`config.mk`:
```
export PLATFORM = sky130hd
export DESIGN_NAME = cfpe_ctrl
export DESIGN_NICKNAME = d
export VERILOG_FILES = /design/src/design/cfpe_pkg.sv /design/src/design/cfpe_ctrl.sv
export SDC_FILE = /design/constraint.sdc
export NUM_CORES = 1
export LEC_CHECK = 0
export BUFFER_PORTS_ARGS = -buffer_cell sky130_fd_sc_hd__buf_2
export CAP_MARGIN = 20
export CORE_MARGIN = 2
export CORE_UTILIZATION = 46
export CTS_BUF_LIST = sky130_fd_sc_hd__clkbuf_4 sky130_fd_sc_hd__clkbuf_8 sky130_fd_sc_hd__clkbuf_16
export CTS_CLUSTER_SIZE = 28
export DETAILED_ROUTE_END_ITERATION = 8
export GPL_ROUTABILITY_DRIVEN = 1
export PLACE_DENSITY = 0.72
export REMOVE_ABC_BUFFERS = 1
export SLEW_MARGIN = 0
export SYNTH_ARGS = -nofsm -noshare
export SYNTH_HDL_FRONTEND = slang
export SYNTH_SLANG_ARGS = --single-unit
```
`constraint.sdc`:
```
create_clock -name clk -period 2.54 [get_ports clk]
set_input_delay 0.254 -clock clk [delete_from_list [all_inputs] [get_ports clk]]
set_output_delay 0.254 -clock clk [all_outputs]
set_load 0.02 [all_outputs]
```
`src/design/cfpe_pkg.sv`:
```
// Shared types and constants for the Coulomb field point evaluator.
`timescale 1ns / 1ps

package cfpe_pkg;

  // Request kinds carried on the input tuser
  localparam logic [1:0] KIND_ADD    = 2'd0;
  localparam logic [1:0] KIND_SCAN   = 2'd1;
  localparam logic [1:0] KIND_RENDER = 2'd2;
  localparam logic [1:0] KIND_RESV   = 2'd3;

  localparam logic [47:0] SAT48      = 48'hFFFF_FFFF_FFFF;
  localparam logic [47:0] PEAK_RESET = 48'd100;
  localparam logic [38:0] K_HALF_PIX = 39'd3600000000;  // K * 0.1 C * 4 (half-pixel units)
  localparam logic [16:0] Q16_ONE    = 17'd65536;

  // Datapath operations issued by the controller
  typedef enum logic [5:0] {
    OP_NONE, OP_LOAD, OP_ADD, OP_READ, OP_DIFF, OP_SQX, OP_SQY,
    OP_SDIV_GO, OP_SDIV_WT, OP_RSQ_GO, OP_RSQ_WT, OP_DEN,
    OP_XDIV_GO, OP_XDIV_WT, OP_YDIV_GO, OP_YDIV_WT, OP_NEXT,
    OP_FIN, OP_DEGEN, OP_NORM, OP_MAGA, OP_MAGB, OP_MSQ_GO, OP_MSQ_WT,
    OP_MAG, OP_DX_GO, OP_DX_WT, OP_DY_GO, OP_DY_WT, OP_RATIO,
    OP_RDIV_GO, OP_RDIV_WT, OP_RT_INIT, OP_RT_MID, OP_RT_MUL, OP_RT_CMP,
    OP_ALPHA, OP_OUT
  } dp_op_t;

  // Datapath status seen by the controller
  typedef struct packed {
    logic cnt_zero;
    logic last;
    logic scalar;
    logic scan;
    logic zero_field;
    logic norm_ok;
    logic unit_done;
    logic ratio_ge;
    logic rt_done;
    logic mul_last;
    logic out_free;
  } dp_stat_t;

endpackage

```
`src/design/cfpe_ctrl.sv`:
```
// Controller: sequences the datapath through charge walk, magnitude, ratio and root search.
`timescale 1ns / 1ps

module cfpe_ctrl (
  input  logic                 clk,
  input  logic                 rst,
  input  logic                 in_valid,
  input  logic [1:0]           in_kind,
  output logic                 in_ready,
  output cfpe_pkg::dp_op_t     cmd,
  input  cfpe_pkg::dp_stat_t   stat
);

  import cfpe_pkg::*;

  typedef enum logic [36:0] {
    S_IDLE    = 37'd1 << 0,  S_ADD     = 37'd1 << 1,  S_READ    = 37'd1 << 2,
    S_DIFF    = 37'd1 << 3,  S_SQX     = 37'd1 << 4,  S_SQY     = 37'd1 << 5,
    S_SDIV_GO = 37'd1 << 6,  S_SDIV_WT = 37'd1 << 7,  S_RSQ_GO  = 37'd1 << 8,
    S_RSQ_WT  = 37'd1 << 9,  S_DEN     = 37'd1 << 10, S_XDIV_GO = 37'd1 << 11,
    S_XDIV_WT = 37'd1 << 12, S_YDIV_GO = 37'd1 << 13, S_YDIV_WT = 37'd1 << 14,
    S_NEXT    = 37'd1 << 15, S_FIN     = 37'd1 << 16, S_DEGEN   = 37'd1 << 17,
    S_NORM    = 37'd1 << 18, S_MAGA    = 37'd1 << 19, S_MAGB    = 37'd1 << 20,
    S_MSQ_GO  = 37'd1 << 21, S_MSQ_WT  = 37'd1 << 22, S_MAG     = 37'd1 << 23,
    S_DX_GO   = 37'd1 << 24, S_DX_WT   = 37'd1 << 25, S_DY_GO   = 37'd1 << 26,
    S_DY_WT   = 37'd1 << 27, S_RATIO   = 37'd1 << 28, S_RDIV_GO = 37'd1 << 29,
    S_RDIV_WT = 37'd1 << 30, S_RT_INIT = 37'd1 << 31, S_RT_MID  = 37'd1 << 32,
    S_RT_MUL  = 37'd1 << 33, S_RT_CMP  = 37'd1 << 34, S_ALPHA   = 37'd1 << 35,
    S_OUT     = 37'd1 << 36
  } state_t;

  state_t state, state_next;

  assign in_ready = state == S_IDLE;

  always_ff @(posedge clk) begin
    if (rst) state <= S_IDLE;
    else state <= state_next;
  end

  always_comb begin
    state_next = state;
    cmd        = OP_NONE;
    case (state)
      S_IDLE: begin
        if (in_valid) begin
          cmd = OP_LOAD;
          case (in_kind)
            KIND_ADD:    state_next = S_ADD;
            KIND_SCAN,
            KIND_RENDER: state_next = stat.cnt_zero ? S_FIN : S_READ;
            default:     state_next = S_IDLE;
          endcase
        end
      end
      S_ADD: begin
        cmd = OP_ADD;
        state_next = S_IDLE;
      end
      S_READ: begin cmd = OP_READ; state_next = S_DIFF; end
      S_DIFF: begin cmd = OP_DIFF; state_next = S_SQX; end
      S_SQX:  begin cmd = OP_SQX;  state_next = S_SQY; end
      S_SQY: begin
        cmd = OP_SQY;
        state_next = stat.scalar ? S_SDIV_GO : S_RSQ_GO;
      end
      S_SDIV_GO: begin cmd = OP_SDIV_GO; state_next = S_SDIV_WT; end
      S_SDIV_WT: begin
        cmd = OP_SDIV_WT;
        if (stat.unit_done) state_next = S_NEXT;
      end
      S_RSQ_GO: begin cmd = OP_RSQ_GO; state_next = S_RSQ_WT; end
      S_RSQ_WT: begin
        cmd = OP_RSQ_WT;
        if (stat.unit_done) state_next = S_DEN;
      end
      S_DEN:     begin cmd = OP_DEN; state_next = S_XDIV_GO; end
      S_XDIV_GO: begin cmd = OP_XDIV_GO; state_next = S_XDIV_WT; end
      S_XDIV_WT: begin
        cmd = OP_XDIV_WT;
        if (stat.unit_done) state_next = S_YDIV_GO;
      end
      S_YDIV_GO: begin cmd = OP_YDIV_GO; state_next = S_YDIV_WT; end
      S_YDIV_WT: begin
        cmd = OP_YDIV_WT;
        if (stat.unit_done) state_next = S_NEXT;
      end
      S_NEXT: begin
        cmd = OP_NEXT;
        state_next = stat.last ? S_FIN : S_READ;
      end
      S_FIN: begin
        cmd = OP_FIN;
        if (stat.scan) state_next = S_IDLE;
        else if (stat.scalar) state_next = S_RATIO;
        else if (stat.zero_field) state_next = S_DEGEN;
        else state_next = S_NORM;
      end
      S_DEGEN: begin cmd = OP_DEGEN; state_next = S_OUT; end
      S_NORM: begin
        cmd = OP_NORM;
        if (stat.norm_ok) state_next = S_MAGA;
      end
      S_MAGA:   begin cmd = OP_MAGA; state_next = S_MAGB; end
      S_MAGB:   begin cmd = OP_MAGB; state_next = S_MSQ_GO; end
      S_MSQ_GO: begin cmd = OP_MSQ_GO; state_next = S_MSQ_WT; end
      S_MSQ_WT: begin
        cmd = OP_MSQ_WT;
        if (stat.unit_done) state_next = S_MAG;
      end
      S_MAG:   begin cmd = OP_MAG; state_next = S_DX_GO; end
      S_DX_GO: begin cmd = OP_DX_GO; state_next = S_DX_WT; end
      S_DX_WT: begin
        cmd = OP_DX_WT;
        if (stat.unit_done) state_next = S_DY_GO;
      end
      S_DY_GO: begin cmd = OP_DY_GO; state_next = S_DY_WT; end
      S_DY_WT: begin
        cmd = OP_DY_WT;
        if (stat.unit_done) state_next = S_RATIO;
      end
      S_RATIO: begin
        cmd = OP_RATIO;
        state_next = stat.ratio_ge ? S_RT_INIT : S_RDIV_GO;
      end
      S_RDIV_GO: begin cmd = OP_RDIV_GO; state_next = S_RDIV_WT; end
      S_RDIV_WT: begin
        cmd = OP_RDIV_WT;
        if (stat.unit_done) state_next = S_RT_INIT;
      end
      S_RT_INIT: begin cmd = OP_RT_INIT; state_next = S_RT_MID; end
      S_RT_MID: begin
        cmd = OP_RT_MID;
        state_next = stat.rt_done ? S_ALPHA : S_RT_MUL;
      end
      S_RT_MUL: begin
        cmd = OP_RT_MUL;
        if (stat.mul_last) state_next = S_RT_CMP;
      end
      S_RT_CMP: begin cmd = OP_RT_CMP; state_next = S_RT_MID; end
      S_ALPHA:  begin cmd = OP_ALPHA; state_next = S_OUT; end
      S_OUT: begin
        cmd = OP_OUT;
        if (stat.out_free) state_next = S_IDLE;
      end
      default: state_next = S_IDLE;
    endcase
  end

endmodule

```
==> results of run 1 <==
==> critical path, stage by stage (launching register included) <==
cell and delay, ns:
sky130_fd_sc_hd__dfxtp_2 0.34, sky130_fd_sc_hd__nor4_4 0.49, sky130_fd_sc_hd__nand4_1 0.29, sky130_fd_sc_hd__nor2_2 0.21, sky130_fd_sc_hd__nand2_2 0.08, sky130_fd_sc_hd__or4b_4 0.49
sky130_fd_sc_hd__and3_4 0.19, sky130_fd_sc_hd__nand4b_1 0.11, sky130_fd_sc_hd__buf_4 0.15
==> metrics by stage <==
stage | setup WS, ns | hold slack (ns)
after CTS | -0.264 | 0.144
after floorplan | -0.234 | 0.316
after detailed placement | -0.182 | 0.459
final | -0.363 | 0.143
after global routing | -0.478 | 0.140
after global placement | -0.144 | 0.444
==> report_power, final <==
group | leakage (nW) | total [mW] | switching, mW | internal [mW]
clock network | 0.0574 | 0.554 | 0.234 | 0.320
registers | 0.305 | 0.602 | 0.0114 | 0.591
logic | 1.34 | 0.790 | 0.431 | 0.359
==> area by class of cell <==
class,instances,area (um^2),share of cell area (%)
clock buffers,6,82.6,2.06
well taps,72,90.1,2.25
repair buffers,122,906,22.6
flip-flops and latches,37,757,18.9
inverters,6,22.5,0.563
multi-input cells,259,2100,52.6
clock inverters,2,37.5,0.938
==> how the worst max path moves through the flow <==
stage	start	endpoint	slack, ns	depth (start not counted)
CTS	state[28]	cmd[2]	-0.26	9
global placement	state[11]	cmd[4]	-0.14	6
detailed placement	state[20]	cmd[2]	-0.18	8
floorplan	state[0]	state[0]	-0.23	7
finish	state[20]	cmd[1]	-0.36	8
global route	state[20]	cmd[1]	-0.48	8
==> layout by cell type (no fill, tap or decap), types with 3 or more instances in the layout <==
cell	Yosys	layout
sky130_fd_sc_hd__clkbuf_8	0	6
sky130_fd_sc_hd__o21ai_0	14	14
sky130_fd_sc_hd__or3_1	7	5
sky130_fd_sc_hd__buf_2	5	16
sky130_fd_sc_hd__nand2_1	15	14
sky130_fd_sc_hd__o211ai_1	4	4
sky130_fd_sc_hd__nor3_4	0	4
sky130_fd_sc_hd__or4_4	3	7
sky130_fd_sc_hd__xor2_1	8	8
sky130_fd_sc_hd__nor4_4	2	9
sky130_fd_sc_hd__nor4b_1	6	4
sky130_fd_sc_hd__nor3_1	18	9
sky130_fd_sc_hd__nand3_1	11	7
sky130_fd_sc_hd__buf_4	2	98
sky130_fd_sc_hd__nor3_2	2	7
sky130_fd_sc_hd__nand3b_1	3	3
sky130_fd_sc_hd__xnor2_1	5	5
sky130_fd_sc_hd__nor2_1	33	31
sky130_fd_sc_hd__and3_1	6	4
sky130_fd_sc_hd__buf_6	3	8
sky130_fd_sc_hd__nor2b_1	4	4
sky130_fd_sc_hd__nand2b_1	3	3
sky130_fd_sc_hd__dfxtp_2	0	13
sky130_fd_sc_hd__and2_1	5	5
sky130_fd_sc_hd__dfxtp_1	37	24
sky130_fd_sc_hd__a21oi_1	10	10
sky130_fd_sc_hd__nor3b_1	3	3
sky130_fd_sc_hd__nor4_1	22	14
sky130_fd_sc_hd__or4b_4	1	4
sky130_fd_sc_hd__inv_1	6	6
sky130_fd_sc_hd__nand4_1	10	10
sky130_fd_sc_hd__nor2_2	1	3
sky130_fd_sc_hd__nand4b_1	11	11
sky130_fd_sc_hd__and4_1	4	3
sky130_fd_sc_hd__nor4_2	6	7
==> Yosys cell counts, types with 4 or more instances <==
cell type | n | area [um^2]
sky130_fd_sc_hd__nor2_1 | 33 | 124
sky130_fd_sc_hd__or3_1 | 7 | 43.8
sky130_fd_sc_hd__or4_1 | 5 | 37.5
sky130_fd_sc_hd__and3_1 | 6 | 37.5
sky130_fd_sc_hd__xor2_1 | 8 | 70.1
sky130_fd_sc_hd__clkbuf_1 | 14 | 52.6
sky130_fd_sc_hd__nand2_1 | 15 | 56.3
sky130_fd_sc_hd__and2_1 | 5 | 31.3
sky130_fd_sc_hd__nand3_1 | 11 | 55.1
sky130_fd_sc_hd__buf_2 | 5 | 25.0
sky130_fd_sc_hd__o211ai_1 | 4 | 30.0
sky130_fd_sc_hd__nor2b_1 | 4 | 25.0
sky130_fd_sc_hd__nor3_1 | 18 | 90.1
sky130_fd_sc_hd__nand4b_1 | 11 | 96.3
sky130_fd_sc_hd__nor4b_1 | 6 | 52.6
sky130_fd_sc_hd__inv_1 | 6 | 22.5
sky130_fd_sc_hd__and4_1 | 4 | 35.0
sky130_fd_sc_hd__xnor2_1 | 5 | 43.8
sky130_fd_sc_hd__dfxtp_1 | 37 | 741
sky130_fd_sc_hd__o21ai_0 | 14 | 70.1
sky130_fd_sc_hd__a21oi_1 | 10 | 50.1
sky130_fd_sc_hd__nor4_1 | 22 | 138
sky130_fd_sc_hd__nor4_2 | 6 | 75.1
sky130_fd_sc_hd__nand4_1 | 10 | 62.6
==> per-layer routing <==
layer  GRT usage (%)  vias up  share of wire [%]
met1            37.6     1595                 38
met4            17.3        0                5.4
met2            54.5      217                 48
met3            7.24       60                8.2
met5               0        -                  0
li1                -     1473                  -
==> cells by family after synthesis <==
logic type               after synthesis  share of synthesized area [%]
AO/OA/AOI/OAI                         51                           13.6
XOR/XNOR                              13                           4.28
buffers and inverters                 32                           5.97
adder cells (fa/ha/maj)                2                          0.941
flip-flops                            37                           27.8
AND/OR/NAND/NOR                      193                           47.4
==> timing repair <==
action | CTS | global route
pin swaps | 21 | 9
gates resized for setup | 60 | 26
setup endpoints to repair | 27 | 37
setup buffers | 17 | 2
==> metrics.txt, run 1 <==
Row Count 27; flip-flop count of the largest register, all copies and words added 37; Non-Filler Instances 504; power per cell area 486 nW/um^2; number of enable-type register cells in the synthesized netlist 0; Unique masters post-synth 63; maximum count of clock buffers along a single path 2; CP arrival 2.65 ns; Inserted Diodes 0; capture endpoint of the worst hold path state[29]; power consumption a little under 2 mW; worst hold path type in2reg; R2R Setup Slk -0.10 ns; Reg with most FFs state; final standard cell utilization of the core 72.2%; fraction of the cycle the final worst path needs 114%; Async SR Flop Fraction 0%; sequential element share of the synthesized area between 20% and 30%; final clock skew roughly 0.0079 ns; Yosys warning count 0; router iterations before antenna repair 5; final-report max-slew violation count 0; post-route antenna net violation count 0; number of I/O pins 23; number of instances in the synthesized netlist 328; cell depth of the worst flop-to-flop path 8; Maximum Capacitance Violations 0; core region area 5540 um^2; final worst path period need slightly below 3 ns; Synth Register Bits 37; vias after detailed routing 3345; Final setup viols 19; TritonCTS buffer count 5; Setup Crit Path Kind reg2out; total wirelength of the detailed-routed design approximately 10 mm; highest achievable clock rate 0.344 GHz; final std cell area, no fill 4000 um^2; total DRC errors in the routed layout 0; CTS tree built; setup repair after global routing missed its margin yes; Required @ worst endpoint about 2.3 ns; area growth from synthesis to layout 50.4%; fin worst setup slack -0.363 ns; headroom to the max-slew limit 40.7%; vias per inst around 6.6; fill cell total of the finished layout just under 400; Worst Tran Pin Value about 0.87 ns; share of post-route cells with drive strength above 1 48.4%; die extent in x 80.0 um; routability-driven placement congestion ratio 0.973; wire length of the first global-routing pass 15.8 mm; Fin. Hold Viols 0; via count of the first global-routing pass 3270; Net count, final 449; clock root buffer master sky130_fd_sc_hd__clkbuf_8; TNS Setup -1.95 ns; element type at the critical path end primary output; hpwl dp around 6.9 mm; leakage power 1.70 nW; failing checks negative setup slack; origin of the critical flop-to-flop path state[20]; number of sinks on the clock net 37; initial antenna violation count 0; Routed WL per cell 20.8 um; latest clock arrival within the worst-skew pair 0.30 ns; number of buffers added to fix hold violations after cts 0; worst min-delay path startpoint stat[3]; drt first-iter violations 373; H-tree level count 2; Total GRT Usage about a third; clock transition at the registers of the reported paths 0.08 ns; global-route congestion overflow total 0; synthesized area roughly 2700 um^2; number of cells in the design after placement ~480; port bufs 22; worst IR drop on VDD 337 uV; Post-synth top flop sky130_fd_sc_hd__dfxtp_1; worst hold path stage count 2; Initial Util between 40% and 50%; endpoint of the most critical register-to-register path state[27]; maximum number of pins on one net before global-route repair 27; maximum fanout along the worst path 5; startpoint class of the critical path register; Largest regs state: 37 flops; status complete, but fails checks; height of the chip 80.0 um; syn_area_per_cell 8.11 um^2; cell area reported after detailed placement 3330 um^2; die area 6410 um^2
Note: power is estimated with default switching activity, not from simulation.
==> run 2: changes to the inputs <==
==> constraint.sdc (replaced) <==
create_clock -name clk -period 2.45 [get_ports clk]
set_input_delay 0.245 -clock clk [delete_from_list [all_inputs] [get_ports clk]]
set_output_delay 0.245 -clock clk [all_outputs]
set_load 0.02 [all_outputs]
==> run 2 against run 1 <==
Via count is 9.4% higher. Combinational power is 27% higher. Largest power group unchanged. Sequential share of layout area decreased by 1.6 points. The flow still finishes with violations (negative setup slack). Clock skew rose by 0.0019 ns. First-iteration DRC count rose by 63%. Count of clock-buffer cells in the layout grew 1. Cell count increased by 6.9%. Largest cell class unchanged.
==> metrics.txt, run 2 (synthesis results as in run 1) <==
status complete, but fails checks; failing checks negative setup slack; die area 6410 um^2 (unchanged); CTS tree built; leading cell type in the layout, fill and taps excluded sky130_fd_sc_hd__buf_4; Required @ worst endpoint 2.20 ns (-0.09 ns); final clock skew 0.00981 ns (+0.00191 ns); headroom to the max-slew limit 54.9% (+14 points); Seq. cell area 768 um^2 (+1.5%); maximum fanout along the worst path 5 (unchanged); clock transition at the registers of the reported paths 0.08 ns (about the same); wire length of the first global-routing pass 15.9 mm (+0.39%); latest clock arrival within the worst-skew pair 0.30 ns (about the same); final std cell area, no fill 4430 um^2 (+11%); total DRC errors in the routed layout 0 (unchanged); worst hold path type in2reg; power per cell area 471 nW/um^2 (-3.1%); cell area reported after detailed placement 3490 um^2 (+4.7%); die extent in x 80.0 um (unchanged); Comb pwr share 47.9% (+7.3 points); router iterations before antenna repair 6 (+1); Worst Tran Pin Value 0.675 ns (-0.191 ns); element type at the critical path end primary output; area growth from synthesis to layout 66.4%; vias per inst 6.79 (+2.3%); TritonCTS buffer count 5 (unchanged); maximum count of clock buffers along a single path 2 (unchanged); CP arrival 2.72 ns (+0.07 ns); core region area 5540 um^2 (unchanged); Row Count 27 (unchanged); fill cell total of the finished layout 310 (-22%); Reg with most FFs state; area of the multi-input gates 2220 um^2 (+5.5%); Non-Filler Instances 539 (+6.9%); Total GRT Usage 32.3% (+0.13 points); Fin. Hold Viols 0 (unchanged); port bufs 22 (unchanged); Place WS -0.209 ns (-0.0274 ns); H-tree level count 2 (unchanged); Routed WL per cell 23.5 um (+13%); Maximum Capacitance Violations 0 (unchanged); startpoint class of the critical path register; top library cells by usage in the layout, fill and taps aside sky130_fd_sc_hd__buf_4 (119), sky130_fd_sc_hd__nor2_1 (30), sky130_fd_sc_hd__buf_6 (21); fin worst setup slack -0.519 ns (-0.155 ns); global-route congestion overflow total 0 (unchanged); final-report max-slew violation count 0 (unchanged); number of cells in the design after placement 498 (+4.4%); setup repair after global routing missed its margin yes; Largest regs state: 37 flops; hold slack 0.108 ns (-0.0349 ns); highest achievable clock rate 0.337 GHz; share of post-route cells with drive strength above 1 55.9% (+7.5 points); number of sinks on the clock net 37 (unchanged); power spent charging and discharging nets 0.772 mW (+14%); Initial Util 48.0% (unchanged); internal power 1.31 mW (+3.5%); share of total power consumed by net switching 37.0% (+2.3 points); TNS Setup -9.52 ns (-7.57 ns); number of I/O pins 23 (unchanged); total wirelength of the detailed-routed design 12.7 mm (+21%); Setup Crit Path Kind reg2out; via count of the first global-routing pass 3206 (-2.0%); Inserted Diodes 0 (unchanged); maximum number of pins on one net before global-route repair 27 (unchanged); fraction of the cycle the final worst path needs 121%; Net count, final 485 (+8.0%); leakage power 1.89 nW (+11%); routability-driven placement congestion ratio 0.986 (+1.3%); height of the chip 80.0 um (unchanged); post-route antenna net violation count 0 (unchanged); worst IR drop on VDD 303 uV (-9.9%); initial antenna violation count 0 (unchanged); power consumption 2.09 mW (+7.2%); drt first-iter violations 608 (+63%); clock root buffer master sky130_fd_sc_hd__clkbuf_8; Final setup viols 36 (+17); vias after detailed routing 3660 (+9.4%); hpwl dp 6.94 mm (+0.18%); share of total power in the clock network 22.3% (-6.1 points); number of buffers added to fix hold violations after cts 0 (unchanged); final standard cell utilization of the core 79.9% (+7.7 points); share of total power in sequential cells 29.8% (-1.1 points); final worst path period need 2.97 ns; flip-flop count of the largest register, all copies and words added 37 (unchanged)
[run 2: layout make-up]
class | count | share of cell area, %
Multi-Input combinational cell | 260 | 50.2
Timing Repair Buffer | 157 | 27.9
Sequential cell | 37 | 17.4
Clock buffer | 7 | 2.04
Tap cell | 72 | 2.04
Inverter | 6 | 0.509
[run 2: final timing paths]
path              startpoint        end  depth (start not counted)  slack (ns)
setup / recovery   state[22]     cmd[1]                          8       -0.52
hold reg to reg     state[7]   state[7]                          3        0.62
setup reg to reg    state[0]  state[12]                         10       -0.33
hold / removal       stat[3]  state[29]                          2        0.11
[run 2: power by group through the flow]
stage | Clock [mW] | Sequential, mW | Combinational, mW
after detailed placement | 0 | 0.635 | 0.642
after global routing | 0.480 | 0.623 | 1.03
after CTS | 0.459 | 0.622 | 0.777
after floorplan | 0 | 0.639 | 0.304
final | 0.464 | 0.623 | 1.00
after global placement | 0 | 0.634 | 0.632
[run 2: repair_timing]
item | in CTS | in global routing
setup buffers | 15 | 20
endpoints found under the setup margin | 34 | 38
gates cloned | 0 | 1
pin swaps | 27 | 39
gates resized for setup | 67 | 71
[run 2: routing by layer]
| layer | part of all wire [%] | up-vias | GRT usage [%] |
|---|---|---|---|
| li1 | - | 1549 | - |
| met1 | 35 | 1699 | 38.4 |
| met2 | 46 | 292 | 55.2 |
| met3 | 9.7 | 120 | 5.09 |
| met4 | 9.1 | 0 | 18.0 |
| met5 | 0 | - | 0 |
[run 2: critical path, stage by stage, from the launching register on]
cell                       delay, ns
sky130_fd_sc_hd__dfxtp_2        0.34
sky130_fd_sc_hd__nor4_4         0.50
sky130_fd_sc_hd__nand4_1        0.23
sky130_fd_sc_hd__or3_4          0.44
sky130_fd_sc_hd__nor4_4         0.30
sky130_fd_sc_hd__buf_4          0.19
sky130_fd_sc_hd__a31oi_2        0.08
sky130_fd_sc_hd__nand4b_1       0.20
sky130_fd_sc_hd__buf_6          0.14
==> run 3: changes to the inputs <==
--- a/config.mk
+++ b/config.mk
@@ -5,15 +5,15 @@
 export SDC_FILE = /design/constraint.sdc
 export NUM_CORES = 1
 export LEC_CHECK = 0
+export ABC_AREA = 1
 export BUFFER_PORTS_ARGS = -buffer_cell sky130_fd_sc_hd__buf_2
 export CAP_MARGIN = 20
-export CORE_MARGIN = 2
 export CORE_UTILIZATION = 46
 export CTS_BUF_LIST = sky130_fd_sc_hd__clkbuf_4 sky130_fd_sc_hd__clkbuf_8 sky130_fd_sc_hd__clkbuf_16
 export CTS_CLUSTER_SIZE = 28
 export DETAILED_ROUTE_END_ITERATION = 8
 export GPL_ROUTABILITY_DRIVEN = 1
-export PLACE_DENSITY = 0.72
+export PLACE_DENSITY = 0.71
 export REMOVE_ABC_BUFFERS = 1
 export SLEW_MARGIN = 0
 export SYNTH_ARGS = -nofsm -noshare
==> run 3 against run 2 <==
The flow now finishes without violations. Synthesized area increased by 4.7%. Non-clock buffer count down 134. Sequential power is 25% higher. Synthesized cell count rose by 31%. Utilization down 26 points. Die area fell by 0.62%. Power grew 88%. Sequential share of layout area is 7.0 points higher. Hold slack gained 0.030 ns. Fmax is 28% higher. Largest cell class unchanged. Critical endpoint unchanged.
==> metrics.txt, run 3 <==
leading cell type in the layout, fill and taps excluded sky130_fd_sc_hd__nand2_1; largest incremental delay on the critical path 0.35 ns (-0.15 ns); total wirelength of the detailed-routed design 6.70 mm (-47%); Fin. Hold Viols 0 (unchanged); number of sinks on the clock net 37 (unchanged); maximum number of pins on one net before global-route repair 29 (+7.4%); number of buffers added to fix hold violations after cts 0 (unchanged); maximum fanout along the worst path 7 (+2); clock root buffer master sky130_fd_sc_hd__clkbuf_8; Critical Path Stages 10 (+2); Reg with most FFs state; Total GRT Usage 22.9% (-9.5 points); final worst path period need 2.32 ns (-0.653 ns); synthesized area 2780 um^2 (+4.7%); Required @ worst endpoint 2.20 ns (about the same); latest clock arrival within the worst-skew pair 0.30 ns (about the same); sequential element share of the synthesized area 26.6% (-1.2 points); Synth Register Bits 37 (unchanged); post-route antenna net violation count 0 (unchanged); leakage power 1.63 nW (-13%); area growth from synthesis to layout 9.08%; worst IR drop on VDD 640 uV (+110%); flip-flop count of the largest register, all copies and words added 37 (unchanged); wire length of the first global-routing pass 11.2 mm (-29%); vias after detailed routing 2700 (-26%); Yosys warning count 0 (unchanged); ordered cell list for the critical path nor2_4 -> nand2_2 -> nor2_4 -> nand2_2 -> nor2_4 -> nand2_1 -> o21ai_0 -> nor4_1 -> nand3_1 -> buf_2; power per cell area 1290 nW/um^2 (+170%); initial antenna violation count 0 (unchanged); share of total power consumed by net switching 56.1% (+19 points); Inserted Diodes 0 (unchanged); worst setup path end cmd[1]; fill cell total of the finished layout 592 (+91%); cell depth of the worst flop-to-flop path 12 (+2); Worst Tran Pin Value 0.554 ns (-0.122 ns); internal power 1.72 mW (+31%); syn_area_per_cell 6.47 um^2 (-20%); final standard cell utilization of the core 53.5% (-26 points); cell types with the largest area share after synthesis sky130_fd_sc_hd__dfxtp_1 (27%), sky130_fd_sc_hd__nand2_1 (13%), sky130_fd_sc_hd__inv_1 (8.6%); TNS Setup 0 ns (+9.52 ns); TritonCTS buffer count 5 (unchanged); Routed WL per cell 12.7 um (-46%); most repeated library cell on the critical path sky130_fd_sc_hd__nor2_4; maximum count of clock buffers along a single path 2 (unchanged); number of instances resized during post-cts repair 0 (-100%); total DRC errors in the routed layout 0 (unchanged); H-tree level count 2 (unchanged); largest area contributor in the netlist sky130_fd_sc_hd__dfxtp_1; vias per inst 5.12 (-25%); setup repair after global routing missed its margin no; most used standard cell by instance count after synthesis sky130_fd_sc_hd__nand2_1; startpoint class of the critical path register; number of instances in the synthesized netlist 430 (+31%); share of total power in sequential cells 19.8% (-10 points); clock transition at the registers of the reported paths 0.08 ns (about the same); router iterations before antenna repair 5 (-1); core region area 5680 um^2 (+2.4%); fraction of the cycle the final worst path needs 94.5% (-27 points); highest achievable clock rate 0.432 GHz (+28%); number of I/O pins 23 (unchanged); routability-driven placement congestion ratio 0.917 (-7.0%); via count of the first global-routing pass 2491 (-22%); share of post-route cells with drive strength above 1 22.2% (-34 points); power spent charging and discharging nets 2.20 mW (+190%); sum of buffers and inverters on the critical path 1 (-1); Setup Crit Path Kind reg2out; setup fix buffers added after clock tree synthesis 0 (-15); Maximum Capacitance Violations 0 (unchanged); die extent in x 79.8 um (-0.31%); Non-Filler Instances 527 (-2.2%); kind of cell adding the most delay to the critical path simple AND/OR/NAND/NOR gates; CTS tree built; top cell type's share of synthesized area 26.6% (-1.2 points); final clock skew 0.00596 ns (-0.00385 ns); drt first-iter violations 158 (-74%); Post-synth top flop sky130_fd_sc_hd__dfxtp_1; cell types with the highest counts after synthesis sky130_fd_sc_hd__nand2_1 (100), sky130_fd_sc_hd__inv_1 (64), sky130_fd_sc_hd__nor2_1 (58); share of total power in the clock network 10.9% (-11 points); origin of the critical flop-to-flop path state[2]; final-report max-slew violation count 0 (unchanged); CP arrival 2.07 ns (-0.65 ns); Async SR Flop Fraction 0% (unchanged); global-route congestion overflow total 0 (unchanged); status finished, final reports clean; worst hold path type in2reg; Comb pwr share 69.3% (+21 points); endpoint of the most critical register-to-register path state[23]; height of the chip 79.8 um (-0.31%); die area 6370 um^2 (-0.62%); Initial Util 49.1% (+1.0 points); Largest regs state: 37 flops; number of enable-type register cells in the synthesized netlist 0 (unchanged); Row Count 27 (unchanged); Final setup viols 0 (-100%); hpwl dp 5.43 mm (-22%); element type at the critical path end primary output; Net count, final 472 (-2.7%); port bufs 22 (unchanged); top library cells by usage in the layout, fill and taps aside sky130_fd_sc_hd__nand2_1 (100), sky130_fd_sc_hd__inv_1 (64), sky130_fd_sc_hd__nor2_1 (58); Unique masters post-synth 35 (-44%); R2R Setup Slk 0.36 ns (+0.69 ns); Crit-path slowest cell sky130_fd_sc_hd__dfxtp_1; Worst Setup SP state[16]; headroom to the max-slew limit 63.0% (+8.2 points); number of cells in the design after placement 519 (+4.2%)
==> run 3: cell families after synthesis <==
group / Yosys count / synth area share (%)
simple gates: 285 / 55.5
compound gates: 21 / 4.58
buf+inv: 85 / 12.4
flops: 37 / 26.6
fa+ha+maj: 2 / 0.899
==> run 3: how the worst min path moves through the flow <==
stage                       start        end  slack (ns)  cells after the start
after floorplan               rst  state[22]        0.31                      1
after global placement    stat[3]  state[29]        0.46                      2
after detailed placement  stat[3]  state[29]        0.45                      2
after CTS                 stat[3]  state[29]        0.13                      2
after global routing      stat[3]  state[29]        0.14                      2
final                     stat[3]  state[29]        0.14                      2
==> run 3: layer usage <==
metal,vias to the layer above,wire length [um],track usage [%]
li1,1393,-,-
met5,-,0,0
met4,0,89,6.79
met2,67,3160,39.4
met1,1231,3120,29.4
met3,9,322,3.31
==> run 3: area by class of cell <==
cell class / count / area [um^2] / share of cell area (%)
Sequential cell: 37 / 741 / 24.4
Clock buffer: 5 / 68.8 / 2.27
Tap cell: 72 / 90.1 / 2.97
Clock inverter: 3 / 17.5 / 0.577
Inverter: 79 / 299 / 9.85
Multi-Input combinational cell: 308 / 1700 / 56.1
Timing Repair Buffer: 23 / 118 / 3.87
==> run 3: through the flow <==
step | hold slack (ns) | power, mW | area (um^2) | setup slack, ns
CTS | 0.131 | 3.93 | 3030 | 0.113
floorplan | 0.314 | 2.92 | 2740 | 0.572
global placement | 0.455 | 3.46 | 2950 | 0.391
global route | 0.135 | 4.23 | 3040 | 0.000274
finish | 0.138 | 3.92 | 3040 | 0.135
detailed placement | 0.446 | 3.49 | 2950 | 0.365
==> run 3: power by group through the flow <==
stage	clock (mW)	sequential, mW	combinational, mW
floorplan	0	0.773	2.15
global route	0.463	0.790	2.98
detailed placement	0	0.788	2.70
CTS	0.441	0.776	2.72
global placement	0	0.785	2.67
finish	0.429	0.776	2.72
